File: src/hw/rtl/gcb_pkg.sv
package gcb_pkg;

  // Field widths of one transaction.
  localparam int ID_W      = 16;
  localparam int POS_W     = 32;
  localparam int INV_W     = 32;
  localparam int FRAC_W    = 16;
  localparam int PROD_W    = POS_W + INV_W;
  localparam int IP_W      = PROD_W - 2 * FRAC_W;
  localparam int CELL_ID_W = 15;
  localparam int SLOT_W    = 16;
  localparam int COUNT_W   = 17;
  localparam int GS_W      = 6;

  // Configuration port.
  localparam int CFG_DATA_W = 32;
  localparam int CFG_IDX_W  = 1;

  typedef enum logic [CFG_IDX_W-1:0] {
    REG_GRID_SIZE         = 1'b0,
    REG_INVERSE_CELL_SIZE = 1'b1
  } cfg_reg_t;

  localparam logic [GS_W-1:0]  GRID_SIZE_RST = 6'd32;
  localparam logic [INV_W-1:0] INV_CELL_RST  = 32'd65536;

  // Counter saturation limits.
  localparam logic [COUNT_W-1:0] COUNT_MAX = '1;
  localparam logic [COUNT_W-1:0] SLOT_MAX  = COUNT_W'({SLOT_W{1'b1}});

  // Default grid dimension per axis.
  localparam int GRID_MAX_DEF = 32;

  // Entries in the queue between the front and back parts.
  localparam int QUEUE_DEPTH = 2;

  typedef struct packed {
    logic full;
    logic empty;
  } q_status_t;

endpackage

File: src/hw/rtl/gcb_front.sv
module gcb_front #(
  parameter int GRID_MAX = gcb_pkg::GRID_MAX_DEF
) (
  input  logic                                   clk,
  input  logic                                   rst,
  input  logic                                   start,
  input  logic [gcb_pkg::ID_W-1:0]               particle_id,
  input  logic signed [gcb_pkg::POS_W-1:0]       pos_x,
  input  logic signed [gcb_pkg::POS_W-1:0]       pos_y,
  input  logic signed [gcb_pkg::POS_W-1:0]       pos_z,
  input  logic [$clog2(GRID_MAX+1)-1:0]          grid_n,
  input  logic [gcb_pkg::INV_W-1:0]              inv,
  input  gcb_pkg::q_status_t                     q_status,
  output logic                                   busy,
  output logic                                   push,
  output logic [gcb_pkg::ID_W-1:0]               push_id,
  output logic [$clog2(GRID_MAX*GRID_MAX*GRID_MAX)-1:0] push_cell
);

  localparam int NW     = $clog2(GRID_MAX + 1);
  localparam int CW     = $clog2(GRID_MAX);
  localparam int TW     = $clog2(GRID_MAX * GRID_MAX);
  localparam int CELL_W = $clog2(GRID_MAX * GRID_MAX * GRID_MAX);
  localparam int POS_W  = gcb_pkg::POS_W;
  localparam int PROD_W = gcb_pkg::PROD_W;
  localparam int IP_W   = gcb_pkg::IP_W;

  typedef enum logic [2:0] {
    S_IDLE,
    S_MUL,
    S_CLAMP,
    S_LIN1,
    S_LIN2,
    S_PUSH
  } state_t;

  state_t                    state;
  logic [1:0]                axis;
  logic [gcb_pkg::ID_W-1:0]  pid;
  logic signed [POS_W-1:0]   pos_a;
  logic signed [POS_W-1:0]   pos_b;
  logic signed [POS_W-1:0]   pos_c;
  logic [PROD_W-1:0]         prod;
  logic                      neg;
  logic [CW-1:0]             coord_x;
  logic [CW-1:0]             coord_y;
  logic [CW-1:0]             coord_z;
  logic [TW-1:0]             lin;
  logic [CELL_W-1:0]         cell_lin;

  logic [NW-1:0]             nm1;
  logic [IP_W-1:0]           ip;
  logic [CW-1:0]             coord_next;
  logic [PROD_W-1:0]         prod_next;

  // Any negative position lands in cell zero; otherwise the integer part
  // of the Q32.32 product is clamped to the last cell.
  always_comb begin
    nm1        = grid_n - 1'b1;
    ip         = prod[PROD_W-1:PROD_W-IP_W];
    prod_next  = PROD_W'(unsigned'(pos_a)) * PROD_W'(inv);
    if (neg) begin
      coord_next = '0;
    end else if (ip > IP_W'(nm1)) begin
      coord_next = CW'(nm1);
    end else begin
      coord_next = ip[CW-1:0];
    end
  end

  assign busy      = (state != S_IDLE);
  assign push      = (state == S_PUSH) && !q_status.full;
  assign push_id   = pid;
  assign push_cell = cell_lin;

  always_ff @(posedge clk) begin
    if (rst) begin
      state <= S_IDLE;
      axis  <= '0;
    end else begin
      case (state)
        S_IDLE: begin
          if (start) begin
            pid   <= particle_id;
            pos_a <= pos_x;
            pos_b <= pos_y;
            pos_c <= pos_z;
            axis  <= '0;
            state <= S_MUL;
          end
        end
        S_MUL: begin
          prod  <= prod_next;
          neg   <= pos_a[POS_W-1];
          pos_a <= pos_b;
          pos_b <= pos_c;
          state <= S_CLAMP;
        end
        S_CLAMP: begin
          coord_z <= coord_next;
          coord_y <= coord_z;
          coord_x <= coord_y;
          axis    <= axis + 1'b1;
          state   <= (axis == 2'd2) ? S_LIN1 : S_MUL;
        end
        S_LIN1: begin
          lin   <= TW'(coord_z) * TW'(grid_n) + TW'(coord_y);
          state <= S_LIN2;
        end
        S_LIN2: begin
          cell_lin <= CELL_W'(lin) * CELL_W'(grid_n) + CELL_W'(coord_x);
          state    <= S_PUSH;
        end
        S_PUSH: begin
          if (!q_status.full) begin
            state <= S_IDLE;
          end
        end
        default: state <= S_IDLE;
      endcase
    end
  end

  a_coords_in_grid: assert property (@(posedge clk) disable iff (rst)
    (state == S_LIN1) |->
      (NW'(coord_x) < grid_n && NW'(coord_y) < grid_n && NW'(coord_z) < grid_n))
    else $error("cell coordinate outside the grid");

endmodule

File: config.mk
export PLATFORM = sky130hd
export DESIGN_NAME = gcb_front
export DESIGN_NICKNAME = d
export VERILOG_FILES = /design/src/hw/rtl/gcb_pkg.sv /design/src/hw/rtl/gcb_front.sv
export SDC_FILE = /design/constraint.sdc
export NUM_CORES = 2
export LEC_CHECK = 0
export BUFFER_PORTS_ARGS = -buffer_cell sky130_fd_sc_hd__buf_4
export CORE_ASPECT_RATIO = 1.5
export CORE_MARGIN = 2
export CORE_UTILIZATION = 55
export CTS_BUF_LIST = sky130_fd_sc_hd__clkbuf_4
export DETAILED_ROUTE_END_ITERATION = 10
export PLACE_DENSITY = 0.73
export SLEW_MARGIN = 0
export SYNTH_ARGS = -nofsm -noshare
export SYNTH_HDL_FRONTEND = slang
export SYNTH_SLANG_ARGS = --single-unit
export TNS_END_PERCENT = 20
File: constraint.sdc
create_clock -name clk -period 11.8 [get_ports clk]
set_clock_uncertainty 0.15 [all_clocks]
set_input_delay 2.36 -clock clk [delete_from_list [all_inputs] [get_ports clk]]
set_output_delay 2.36 -clock clk [all_outputs]
set_load 0.03 [all_outputs]
Yosys cells after proc, flatten, opt, wreduce, memory -nomap -nowiden:

Cells that the tools add are included.

* input bits: 155
* word-level logic and storage cells: 55
* register bits after elaboration: 222
* output and inout port bits: 33

* add/subtract/negate cells: 4
* reductions and logical operators: 14
* muxes and demuxes: 11
* bitwise logic cells: 1
* order comparisons: 1
* multiply operators: 3
* equal/unequal tests: 8

Operators with widths (count)
* one-hot mux 32 bit (2 select lines): 2
* multiplier 32 x 32 -> 64 bit: 1
* 2-to-1 mux 32 bit: 2
* greater-than comparator 32 x 6 -> 1 bit: 1
* one-hot mux 3 bit (6 select lines): 1
* adder 15 x 5 -> 15 bit: 1
* multiplier 10 x 6 -> 15 bit: 1
* AND reduction 2 bit: 6
* adder 10 x 5 -> 10 bit: 1
* multiplier 5 x 6 -> 10 bit: 1
* == test 3 x 2 -> 1 bit, second input constant: 2
* == test 3 bit, second input constant: 2
* 2-to-1 mux 3 bit: 2
* AND reduction 3 bit: 2
* subtractor 6 x 1 -> 6 bit, second input constant: 1
* 2-to-1 mux 5 bit: 1
* 2-to-1 mux 2 bit: 2
* inequality test 2 bit, second input constant: 2
* one-hot mux 2 bit (2 select lines): 1
* nonzero test 2 bit: 2
* == test 3 x 1 -> 1 bit, second input constant: 1
* logical NOT 3 bit: 1
* nonzero test 3 bit: 1
* adder 2 x 1 -> 2 bit, second input constant: 1
* 4 further kinds: 4

Longest topological paths before layout:

* word-level depth: 3
* gate-level depth with buffers: 28
* gate-level depth less buffers: 27

Least setup slack after synthesis:

No wires, ideal clock.

* path type: input to register
* start: in inv[2] (netlist bit)
* end: reg prod[62] (data pin)
* stages on the path: 26
* data arrival time: 9.100 ns
* setup time: 0.266 ns
* setup slack: 2.285 ns
* buffers on the path: 1
* data required time: 11.384 ns
* cell sequence: clkbuf_1 -> and2_1 -> fa_1 -> inv_1 -> fa_1 -> fa_1 -> fa_1 -> inv_1 -> fa_1 -> inv_1 -> fa_1 -> inv_1 -> fa_1 -> inv_1 -> fa_1 -> inv_1 -> ha_1 -> and3_1 -> or3b_1 -> a211o_1 -> a2111oi_4 -> nor3_1 -> o31ai_2 -> a21oi_2 -> o31ai_2 -> xor2_1

* longest elaborated chain between the ends: 1

Ends and longest elaborated chain
* from (decl): line gcb_front.sv:12 `input logic [gcb_pkg::INV_W-1:0] inv,`
* multiplier 32 x 32 -> 64 bit: line gcb_front.sv:61 `prod_next = PROD_W'(unsigned'(pos_a)) * PROD_W'(inv);`
* named net prod_next[62]: line gcb_front.sv:54 `logic [PROD_W-1:0] prod_next;`
* to (signal assigned): line gcb_front.sv:93 `prod <= prod_next;`
* to (decl): line gcb_front.sv:43 `logic [PROD_W-1:0] prod;`

The timed path passes the listed nets, and every way through them passes these cells.
A chain may end at the register's enable or synchronous reset.

Worst setup path in the final report:

* start: in inv[9] (netlist bit)
* end: reg prod[49] (data pin)

The elaborated chain is that of the path after synthesis.

==> summary.txt <==
Route
  • Vias per cell: approximately 5.6
  • DRT iter0 DRCs: approximately 1500
  • Routed WL: about 110000 um
  • Routed Antenna Nets: 0
  • WL/cell: a little over 20 um
  • Vias: approximately 30000
  • Residual DRC: 0
  • Drt first pass iters: 5

Global routing
  • Largest net degree at the start of global routing: slightly above 60
  • First-pass GRT wire length: around 170000 um
  • Initial antenna violation count: 10
  • Tot GR Track Use: 29.09%
  • Vias in the first global route: ~33000
  • GRT overflow: 0

Die
  • FP Rows: 124
  • DIE AREA: ~79000 sq um
  • Starting density of the core: 55.45%
  • Die W: 230.0 um
  • Core area: 76020 sq um
  • IO Pins: between 150 and 200
  • Chip height: ~340 um

Clocking
  • # H-tree levels: 4
  • Post-CTS setup repair buffer count: 0
  • Clock buffer count from CTS: 17
  • Clock Latency Late Sink: roughly 800 ps
  • Clk pin slew, worst setup/hold paths: roughly 180 ps
  • Root buf cell: clkbuf_4
  • CTS Hold Bufs: 0
  • CTS tree: built
  • Post-CTS Resized: 0
  • Clock sink count: 190
  • Clock buffer depth: 2

Synth
  • Synth Area in Compound Gates: roughly 3.1%
  • Count of state elements after synthesis: 190
  • Net count after synthesis: 5649
  • Syn Area/Cell: 9.977 sq um
  • Ys flop type: edfxtp_1
  • Largest family of logic cells by synthesized area: adder cells
  • Post-synthesis sequential area ratio: a little over an eighth
  • Simple-gate portion of the synthesized area: between 10% and 20%
  • Post-Syn Area: about 42000 sq um
  • Syn Inst Count: approximately 4200
  • Post-synthesis xor/xnor area fraction: about 1.3%
  • Post-synth top area share: between 40 and 50%
  • Post-synth ARST share: 0%
  • Post-synth EDFFs: 185
  • Proportion of synthesized area in mux cells: 1.710%
  • Yosys top cell by area: fa_1
  • Post-synthesis adder-cell area fraction: 54.50%
  • Netlist cell types: 58
  • Synthesis warning total: 0
  • Top post-synthesis cells by area: fa_1, edfxtp_1, ha_1

Worst setup path
  • WS Path Type: in -> reg
  • Worst-path maximum fanout: 32
  • WP data arrival: roughly 10000 ps
  • Type of origin of the critical path: primary input
  • Setup crit end kind: flop
  • Critical Path RT: 12200 ps

STA
  • Final setup viols: 0
  • Final Hold Vio Count: 0
  • Setup_tns: 0 ps
  • Final worst path period need: about 10000 ps
  • Actual slew at the worst max-slew pin: ~1200 ps
  • Part of the cycle the worst path needs: 85.24%
  • Max Clk Rate: 99.42 MHz
  • RSZ-0062 raised after global routing: false
  • Slew Limit Fails: 0
  • Slew headroom: 21.12%

Min path
  • Hold/Removal Path Class: reg -> reg

Place
  • Final HPWL DP: 80830 um
  • I/O Buffers: around 190
  • Gpl congestion: between 0.8 and 0.9

Status
  • Status: complete, no violations

Layout
  • Share of cells above drive strength 1: just under 8%
  • Commonest non-fill, non-tap cell in the layout: inv_1
  • Layout Nets: around 5700
  • Layout area overhead: 6.031%
  • Commonest non-fill, non-tap cells in the layout: inv_1, fa_1, and2_1

Flow run
  • Max Cap Viol: 0
worst max-delay path, stage by stage:
cell	delay, ps
buf_4	470
nand2_1	180
fa_1	540
fa_1	540
fa_1	520
fa_1	510
inv_1	50
fa_1	600
fa_1	450
fa_1	520
fa_1	420
ha_1	380
and3_1	250
nand4_1	200
a2111o_1	450
a31oi_1	650
nor3_1	260
nor2_1	360
nand3_1	160
o21ai_1	180
xor2_1	350
Yosys cell counts (all sizes together), types with 17 or more instances:
cell type / count
inv: 948
fa: 945
and2: 634
nand2: 522
ha: 324
clkbuf: 212
edfxtp: 185
mux2: 64
a21oi: 62
nor2: 50
xnor2: 43
o21ai: 33
a21o: 24
xor2: 19
nand3: 17
o21bai: 17
metrics by stage:
step                util [%]  hold WS [ps]  instances  setup WS [ps]  area [sq um]
finish                 58.79         346.1       5287           1742         44700
global route           58.78         361.5       5284           1712         44690
CTS                    58.77         346.9       5280           1997         44680
detailed placement     58.34         300.9       5248           1108         44360
global placement       58.34         282.7       5248           1206         44360
floorplan                  -         276.4       4225           2285         42150
kinds of logic (layout without fill, tap and decap cells):
group                      Yosys count  after routing
muxes                               64             64
and+or+nand+nor                   1281           1281
buffers and inverters             1162           1209
xor gates and xnor gates            62             62
DFF                                190            190
other                                0              7
AOI/OAI and AO/OA                  197            197
adders and majority gates         1269           1269
final timing paths:
check	start	endpoint	slack [ps]	cells past startpoint
worst max-delay path	inv[9]	prod[49]	1740	21
worst min-delay path	coord_y[0]	coord_x[0]	350	0
worst max register to register	pos_a[7]	prod[49]	2340	23
worst min register to register	coord_y[0]	coord_x[0]	350	0
state kept, by name (all words and copies together), names as in the netlist:
register	count
pos_a	32
pos_b	32
pos_c	32
prod	32
push_id	16
push_cell	15
lin	10
coord_x	5
coord_y	5
coord_z	5
state	3
axis	2
neg	1
final cells by class:
| class | count | area (sq um) |
|---|---|---|
| Fill cell | 6575 | 31330 |
| Multi-Input combinational cell | 2873 | 32160 |
| Tap cell | 1008 | 1261 |
| Timing Repair Buffer | 228 | 1712 |
| Sequential cell | 190 | 5655 |
| Clock inverter | 15 | 196.4 |
| Inverter | 949 | 3562 |
| Clock buffer | 17 | 127.6 |
| Antenna cell | 7 | 17.52 |
metal layers:
metal,up-vias,wire length (um),global-route usage (%)
met5,-,37,0
met2,1179,58570,53.65
li1,12580,-,-
met3,509,6733,4.496
met1,15230,34740,30.07
met4,6,8790,20.46
Power is left out: the tool's default activity adds up to more than one toggle a clock period on the data nets, which glitch-free logic cannot reach.
