[config.mk]
export PLATFORM = sky130hd
export DESIGN_NAME = gcb_queue
export DESIGN_NICKNAME = d
export VERILOG_FILES = /design/src/hw/rtl/gcb_pkg.sv /design/src/hw/rtl/gcb_queue.sv
export SDC_FILE = /design/constraint.sdc
export NUM_CORES = 1
export LEC_CHECK = 0
export BUFFER_PORTS_ARGS = -buffer_cell sky130_fd_sc_hd__buf_2
export CAP_MARGIN = 40
export CELL_PAD_IN_SITES_DETAIL_PLACEMENT = 0
export CELL_PAD_IN_SITES_GLOBAL_PLACEMENT = 1
export CORE_MARGIN = 10
export CORE_UTILIZATION = 40
export CTS_CLUSTER_DIAMETER = 80
export DETAILED_ROUTE_END_ITERATION = 7
export PLACE_DENSITY = 0.81
export SYNTH_ARGS = -nofsm -noshare
export SYNTH_HDL_FRONTEND = slang
export SYNTH_SLANG_ARGS = --single-unit
[constraint.sdc]
create_clock -name clk -period 1.7 [get_ports clk]
set_input_delay 0.17 -clock clk [delete_from_list [all_inputs] [get_ports clk]]
set_output_delay 0.17 -clock clk [all_outputs]
set_load 0.02 [all_outputs]
[src/hw/rtl/gcb_pkg.sv]
package gcb_pkg;

  // Field widths of one transaction.
  localparam int ID_W      = 16;
  localparam int POS_W     = 32;
  localparam int INV_W     = 32;
  localparam int FRAC_W    = 16;
  localparam int PROD_W    = POS_W + INV_W;
  localparam int IP_W      = PROD_W - 2 * FRAC_W;
  localparam int CELL_ID_W = 15;
  localparam int SLOT_W    = 16;
  localparam int COUNT_W   = 17;
  localparam int GS_W      = 6;

  // Configuration port.
  localparam int CFG_DATA_W = 32;
  localparam int CFG_IDX_W  = 1;

  typedef enum logic [CFG_IDX_W-1:0] {
    REG_GRID_SIZE         = 1'b0,
    REG_INVERSE_CELL_SIZE = 1'b1
  } cfg_reg_t;

  localparam logic [GS_W-1:0]  GRID_SIZE_RST = 6'd32;
  localparam logic [INV_W-1:0] INV_CELL_RST  = 32'd65536;

  // Counter saturation limits.
  localparam logic [COUNT_W-1:0] COUNT_MAX = '1;
  localparam logic [COUNT_W-1:0] SLOT_MAX  = COUNT_W'({SLOT_W{1'b1}});

  // Default grid dimension per axis.
  localparam int GRID_MAX_DEF = 32;

  // Entries in the queue between the front and back parts.
  localparam int QUEUE_DEPTH = 2;

  typedef struct packed {
    logic full;
    logic empty;
  } q_status_t;

endpackage

[src/hw/rtl/gcb_queue.sv]
module gcb_queue #(
  parameter int W = 8
) (
  input  logic                clk,
  input  logic                rst,
  input  logic                push,
  input  logic [W-1:0]        push_data,
  input  logic                pop,
  output logic [W-1:0]        head,
  output gcb_pkg::q_status_t  status
);

  localparam int DEPTH = gcb_pkg::QUEUE_DEPTH;
  localparam int PW    = (DEPTH > 1) ? $clog2(DEPTH) : 1;
  localparam int CNTW  = $clog2(DEPTH + 1);

  logic [W-1:0]    entries [DEPTH];
  logic [PW-1:0]   wptr;
  logic [PW-1:0]   rptr;
  logic [CNTW-1:0] count;

  assign head         = entries[rptr];
  assign status.full  = (count == CNTW'(DEPTH));
  assign status.empty = (count == '0);

  always_ff @(posedge clk) begin
    if (rst) begin
      wptr  <= '0;
      rptr  <= '0;
      count <= '0;
    end else begin
      if (push) begin
        entries[wptr] <= push_data;
        wptr <= (wptr == PW'(DEPTH - 1)) ? '0 : wptr + 1'b1;
      end
      if (pop) begin
        rptr <= (rptr == PW'(DEPTH - 1)) ? '0 : rptr + 1'b1;
      end
      if (push && !pop) begin
        count <= count + 1'b1;
      end else if (pop && !push) begin
        count <= count - 1'b1;
      end
    end
  end

  a_no_overflow: assert property (@(posedge clk) disable iff (rst)
    push |-> (!status.full || pop))
    else $error("queue written while full");

  a_no_underflow: assert property (@(posedge clk) disable iff (rst)
    pop |-> !status.empty)
    else $error("queue read while empty");

endmodule

# ---- After elaboration in Yosys (flattened, before gate mapping)
# Memories as Yosys holds them, arrays and structs flattened. A register that Yosys moved wholly into a read port is not among the register bits.
# Cells that the tools add are included.
dict set report classes {
  addsub 4
  n_mul 0
  div_mod_pow 0
  n_lt_le_gt_ge 0
  eq_ne 1
  shifts 0
  mux 9
  bitwise 0
  reduce_logical 6
}
# operator count
set op_table {}
lappend op_table {{two-way mux 1 bit} 7}
lappend op_table {{two-way mux 2 bit} 2}
lappend op_table {{adder 1 bit, second input constant} 2}
lappend op_table {{adder 2 x 1 -> 2 bit, second input constant} 1}
lappend op_table {{== test 2 bit, second input constant} 1}
lappend op_table {{logical AND 1 bit} 2}
lappend op_table {{logical NOT 1 bit} 2}
lappend op_table {{logical NOT 2 bit} 1}
lappend op_table {{nonzero test 2 bit} 1}
lappend op_table {{subtractor 2 x 1 -> 2 bit, second input constant} 1}
dict set report totals {
  register_bits 4
  latchBits 0
  ram_bits 16
  rom_bits 0
  inputBits 12
  output_inout_bits 10
  elab_cells 24
  mem_count 1
}
# memory depth word_bits read_ports rd_clocked_by_memory_dff wr line_no
set mem_list {}
lappend mem_list {entries 2 8 1 1 1 gcb_queue.sv:17} ;# logic [W-1:0] entries [DEPTH];

# ---- Logic depth before layout (Yosys ltp)
# Gate-level depths: netlist (run 1).
dict set report logic_depth {
  word_depth 4
  depth_mapped 5
  ltp_nobuf 5
}

# ---- Worst setup path before layout (run 1)
# No wires, ideal clock.
dict set report synth_timing {
  kind {flip-flop to flip-flop}
  from {register wptr}
  to {memory entries[0][0] (enable)}
  setup_ns 0.385
  arrival_ns 1.001
  required_ns 1.315
  path_slack_ns 0.314
  stages_incl_launch_ff 2
  n_path_buf 0
  synth_period_minus_slack_ns 1.386
  cell_sequence {dfxtp_1 -> nor3b_1}
}
# element line_no
set synth_lines {}
lappend synth_lines {{start: declaration} gcb_queue.sv:18} ;# logic [PW-1:0] wptr;
lappend synth_lines {{start signal: assignment} gcb_queue.sv:34} ;# wptr <= (wptr == PW'(DEPTH - 1)) ? '0 : wptr + 1'b1;
lappend synth_lines {{end: declaration} gcb_queue.sv:17}
# Straight into the memory's write port.

==> impl_metrics.csv, run 1 <==
group,metric,value,unit
status,run_status,"finished clean",
route,vias,429,
synth,synth_flop_cell,"edfxtp_1",
global_route,grt_pass1_wl,2010,microns
floorplanning,initial_core_util,0.437,
timing,setup_viol,0,
synth,yosysWarnings,0,
cts,numCtsBuffers,3,
finish,drive_gt1_frac,0.479,
timing,period_needed,1.53,ns
critical_path,critical_path.max_fanout,8,
finish,fin_area,960,sq um
placement,place_area,933,sq um
floorplanning,rows,15,
placement,dpl.cell_count,94,
timing,fmax,655,MHz
finish,final_cells,98,
critical_path,worstRegToRegCells,1,
synth,synthTopCellsByArea,"edfxtp_1, dfxtp_1, mux2_2",
cts,clk_pin_slew_worst_paths,0.10,ns
synth,synth_commonest_cells,"edfxtp_1, mux2_2, dfxtp_1, nor2_1",
critical_path,arrival,1.36,ns
synth,syn_inst,47,
timing,slew-limit-headroom,0.746,
global_route,grt-ovfl-total,0,
placement,io_buffers,21,
hold_path,hold_path.class,"in -> reg",
route,wl_met3,89,microns
synth,syn_nets,60,
synth,yosys.area.top_type,"edfxtp_1",
placement,dp_hpwl,975,microns
finish,diodes,0,
route,route.detailed.drc,0,
global_route,grt_pass1_vias,455,
timing,worst_pin_slew,0.381,ns
floorplanning,die_area,4140,sq um
route,topRoutingLayerUsed,"met4",
critical_path,crit_type,"reg -> out",
cts,htreeDepth,1,
cts,insertion_delay,0.29,ns
power,leakagePower,0.383,nW
cts,cts_tree,"done",
timing,finalSetupTns,0,ns
cts,postCtsHoldBufs,0,
timing,grt_setup_unrepaired,"false",
synth,yosysMostFrequentCell,"edfxtp_1",
synth,synth_edf_count,16,
power,power,0.000972,W
cts,clk_path_buf_depth,2,
timing,final.setup.worst_slack,0.172,ns
synth,ys_async_sr_fraction,0,
global_route,antenna_found_initial,0,
global_route,grt_max_degree,12,
hold_path,worst_hold_path.num_cells,1,
synth,synth_top_cell_area_share,0.610,
floorplanning,die_w,64.4,microns
cts,cts_resized,0,
route,m1WireLength,515,microns
critical_path,cp-start-kind,"register",
finish,syn2layout_area_growth,21.9,%
critical_path,end_kind,"primary output",
synth,ys_ff_latch,21,
route,routed_wl,1260,microns
power,vdd_drop_max,0.516,mV
global_route,grtUsageTotal,0.0632,
placement,dpl_worst_slack,0.477,ns
power,power.density,1010,nW/um^2
floorplanning,coreArea,1800,sq um
synth,syn-cell-area,787,sq um
cts,root_buffer,"clkbuf_4",
synth,yosysUniqueCellTypes,15,
timing,fin_skew,0.000390,ns
synth,syn_avg_cell_area,16.7,sq um
floorplanning,fp.dieH,64.4,microns
cts,cts_sinks,21,
route,drt-initial-drc-count,3,
flow_run,cap_violations,0,
critical_path,required,1.53,ns
route,drt-pass1-iter-count,2,
placement,place_congestion,0.600,
route,antenna_left,0,
cts,post_cts_buffers,0,
route,detail_route.wl_per_cell,12.9,microns
timing,hold_viol,0,
timing,post-route-period-util,0.899,
floorplanning,ios,22,
finish,fin_nets,87,
route,vias_per_cell,4.38,
timing,slew_viol_final,0,
synth,yosysSeqAreaShare,0.738,
route,met2_length,622,microns
==> cell families (layout without fill, tap and decap cells) <==
| family | count (synthesis) | count (layout) | synth area share |
|---|---|---|---|
| adder cells (fa/ha/maj) | 1 | 1 | 0.0159 |
| multiplexers | 8 | 8 | 0.114 |
| AND/OR/NAND/NOR | 9 | 9 | 0.0636 |
| XOR/XNOR | 4 | 4 | 0.0445 |
| AO/OA/AOI/OAI | 2 | 2 | 0.0127 |
| buffers and inverters | 2 | 28 | 0.0111 |
| flip-flops | 21 | 21 | 0.738 |
==> stage by stage <==
step                      hold WS (ns)  utilization
after global routing            0.0420        0.533
after CTS                       0.0558        0.533
final                           0.0641        0.533
after global placement           0.360        0.518
after detailed placement         0.362        0.518
after floorplan                  0.239            -
==> report_power, final <==
part	switching [W]	leakage, nW	internal (W)
clock network	0.000133	0.0150	0.0000911
logic	0.0000775	0.180	0.0000687
registers	0.0000201	0.189	0.000582
total	0.000230	0.383	0.000742
==> registers in the layout, indices dropped and copies added (netlist names), named ones only <==
signal,cells
rptr,1
wptr,1
entries,16
count,2
==> cells in the final DEF (no fill, tap or decap) <==
cell / n
buf_2: 21
edfxtp_1: 16
mux2_2: 8
nor2_1: 5
dfxtp_1: 5
clkbuf_4: 3
xor2_1: 2
xnor2_1: 2
buf_4: 2
inv_1: 1
and2b_2: 1
and3b_1: 1
nor3b_1: 1
o21ai_0: 1
or3_1: 1
a21oi_1: 1
ha_1: 1
clkbuf_1: 1
==> per-layer routing <==
metal	vias up	global-route usage
met5	-	0
met4	0	0.0481
met3	4	0.0331
met2	11	0.103
met1	193	0.0585
li1	221	-
==> final cells by class <==
cell class,instances,area (sq um)
multi-input cells,24,198
clock buffers,4,26.3
fillers,169,842
inverters,1,3.75
repair buffers,23,120
well taps,25,31.3
flip-flops and latches,21,581
==> path summary, 6_finish.rpt <==
kind                                   start       endpoint  slack (ns)
worst max register to register          wptr  entries[1][1]        0.58
worst min register to register      count[1]       count[1]        0.52
worst max-delay path                register        head[2]        0.17
worst min-delay path            push_data[5]  entries[1][5]        0.06
==> worst max-delay path: stages, from the launching register on <==
cell and delay, ns:
dfxtp_1 0.54, mux2_2 0.37, buf_2 0.16
No activity file was read; power rests on OpenSTA's default activity.
==> run 2: changes to the inputs <==
Settings changed: CORE_MARGIN 10 to 2.
Clock period 1.7 ns to 1.6 ns, I/O delays scaled along.
==> impl_metrics.csv, run 2 (synthesis results as in run 1) <==
group,metric,value,unit
timing,finalSetupTns,0,ns
global_route,antenna_found_initial,0,
power,p_switching,0.000245,W
floorplanning,die_area,2340,sq um
cts,cts_tree,"done",
route,antenna_left,0,
finish,diodes,0,
placement,dp_hpwl,808,microns
finish,fillers,179,
cts,numCtsBuffers,3,
finish,fin_nets,86,
global_route,grt_pass1_wl,1770,microns
finish,mostFrequentLayoutCells,"buf_2, edfxtp_1, mux2_2",
placement,place_congestion,0.626,
global_route,grt_pass1_vias,401,
global_route,grtUsageTotal,0.103,
timing,worst_pin_slew,0.376,ns
power,vdd_drop_max,0.462,mV
floorplanning,die_w,48.4,microns
timing,slew-limit-headroom,0.749,
floorplanning,initial_core_util,0.414,
cts,insertion_delay,0.29,ns
critical_path,crit_type,"reg -> out",
critical_path,cp-start-kind,"register",
status,run_status,"finished clean",
timing,setup_viol,0,
cts,post_cts_buffers,0,
critical_path,arrival,1.25,ns
finish,max_flop_register,"entries",
floorplanning,coreArea,1900,sq um
route,detail_route.wl_per_cell,11.5,microns
cts,root_buffer,"clkbuf_4",
power,pwr-share-clk,0.231,
cts,clk_pin_slew_worst_paths,0.10,ns
route,drt-initial-drc-count,3,
timing,grt_setup_unrepaired,"false",
power,combPwrFrac,0.148,
hold_path,worst_hold_path.num_cells,1,
critical_path,end_kind,"primary output",
global_route,grt-ovfl-total,0,
timing,hold_viol,0,
floorplanning,fp.dieH,48.4,microns
route,route.detailed.drc,0,
power,power,0.00103,W
hold_path,hold_path.class,"in -> reg",
cts,clk_path_buf_depth,2,
route,vias_per_cell,4.48,
route,drt-pass1-iter-count,2,
finish,syn2layout_area_growth,21.5,%
finish,reg.largest.list,"entries: 16 flops, count: 2 flops",
power,seq_power_share,0.621,
power,power.density,1080,nW/um^2
global_route,grt_max_degree,12,
floorplanning,ios,22,
flow_run,cap_violations,0,
timing,fmax,707,MHz
critical_path,worstRegToRegCells,1,
critical_path,critical_path.max_fanout,8,
route,vias,444,
cts,htreeDepth,1,
placement,io_buffers,21,
power,power.internal,0.000788,W
power,leakagePower,0.378,nW
timing,fin_skew,0.00386,ns
route,routed_wl,1140,microns
finish,drive_gt1_frac,0.486,
timing,post-route-period-util,0.884,
cts,cts_sinks,21,
power,sw_frac_of_total,0.237,
timing,period_needed,1.41,ns
floorplanning,rows,16,
timing,slew_viol_final,0,
finish,layout_commonest_cell,"buf_2",
critical_path,required,1.44,ns
finish,largest_reg_flops,16,
finish,post-route-util,0.503,
[run 2: path summary, 6_finish.rpt]
| path | startpoint | endpoint | slack (ns) |
|---|---|---|---|
| worst min register to register | count[1] | count[1] | 0.51 |
| worst max register to register | wptr | entries[1][2] | 0.49 |
| worst max-delay path | register | head[4] | 0.19 |
| worst min-delay path | push_data[3] | entries[0][3] | 0.05 |
[run 2: repair_timing]
item                                    in CTS  in global routing
resized for setup                            0                  1
hold endpoints to repair                     0                  0
hold buffers                                 0                  0
endpoints found under the setup margin       0                  8
[run 2: layout make-up]
class                           instances  area [sq um]  area share
Sequential cell                        21           582       0.609
Multi-Input combinational cell         24           198       0.207
Timing Repair Buffer                   22           113       0.118
Tap cell                               27          33.8      0.0353
Clock buffer                            4          26.3      0.0275
Inverter                                1          3.75     0.00393
[run 2: per-stage QoR]
| step | std cells | hold slack (ns) | area (sq um) | worst slack [ns] |
|---|---|---|---|---|
| 4_1_cts | 99 | 0.0496 | 955 | 0.0322 |
| 3_3_place_gp | 95 | 0.349 | 928 | 0.371 |
| 2_1_floorplan | 47 | 0.229 | 787 | 0.214 |
| 3_5_place_dp | 95 | 0.357 | 928 | 0.378 |
| 6_report | 99 | 0.0519 | 956 | 0.186 |
| 5_1_grt | 99 | 0.0313 | 956 | 0.0971 |
[run 2: power groups by stage]
stage	Combinational, W	Clock (W)	Sequential [W]
floorplan	0.000108	0	0.000643
global placement	0.000151	0	0.000652
detailed placement	0.000153	0	0.000654
CTS	0.000155	0.000246	0.000642
global route	0.000166	0.000268	0.000647
finish	0.000152	0.000239	0.000641
[run 2: critical path, stage by stage (launching register included)]
cell and delay (ns):
dfxtp_2 0.45, mux2_2 0.35, buf_2 0.16
[run 2: per-layer routing]
metal	up-vias	track usage	wire, microns
li1	220	-	-
met3	2	0.0309	70
met2	16	0.160	530
met5	-	0	0
met4	0	0.0571	11
met1	206	0.130	525
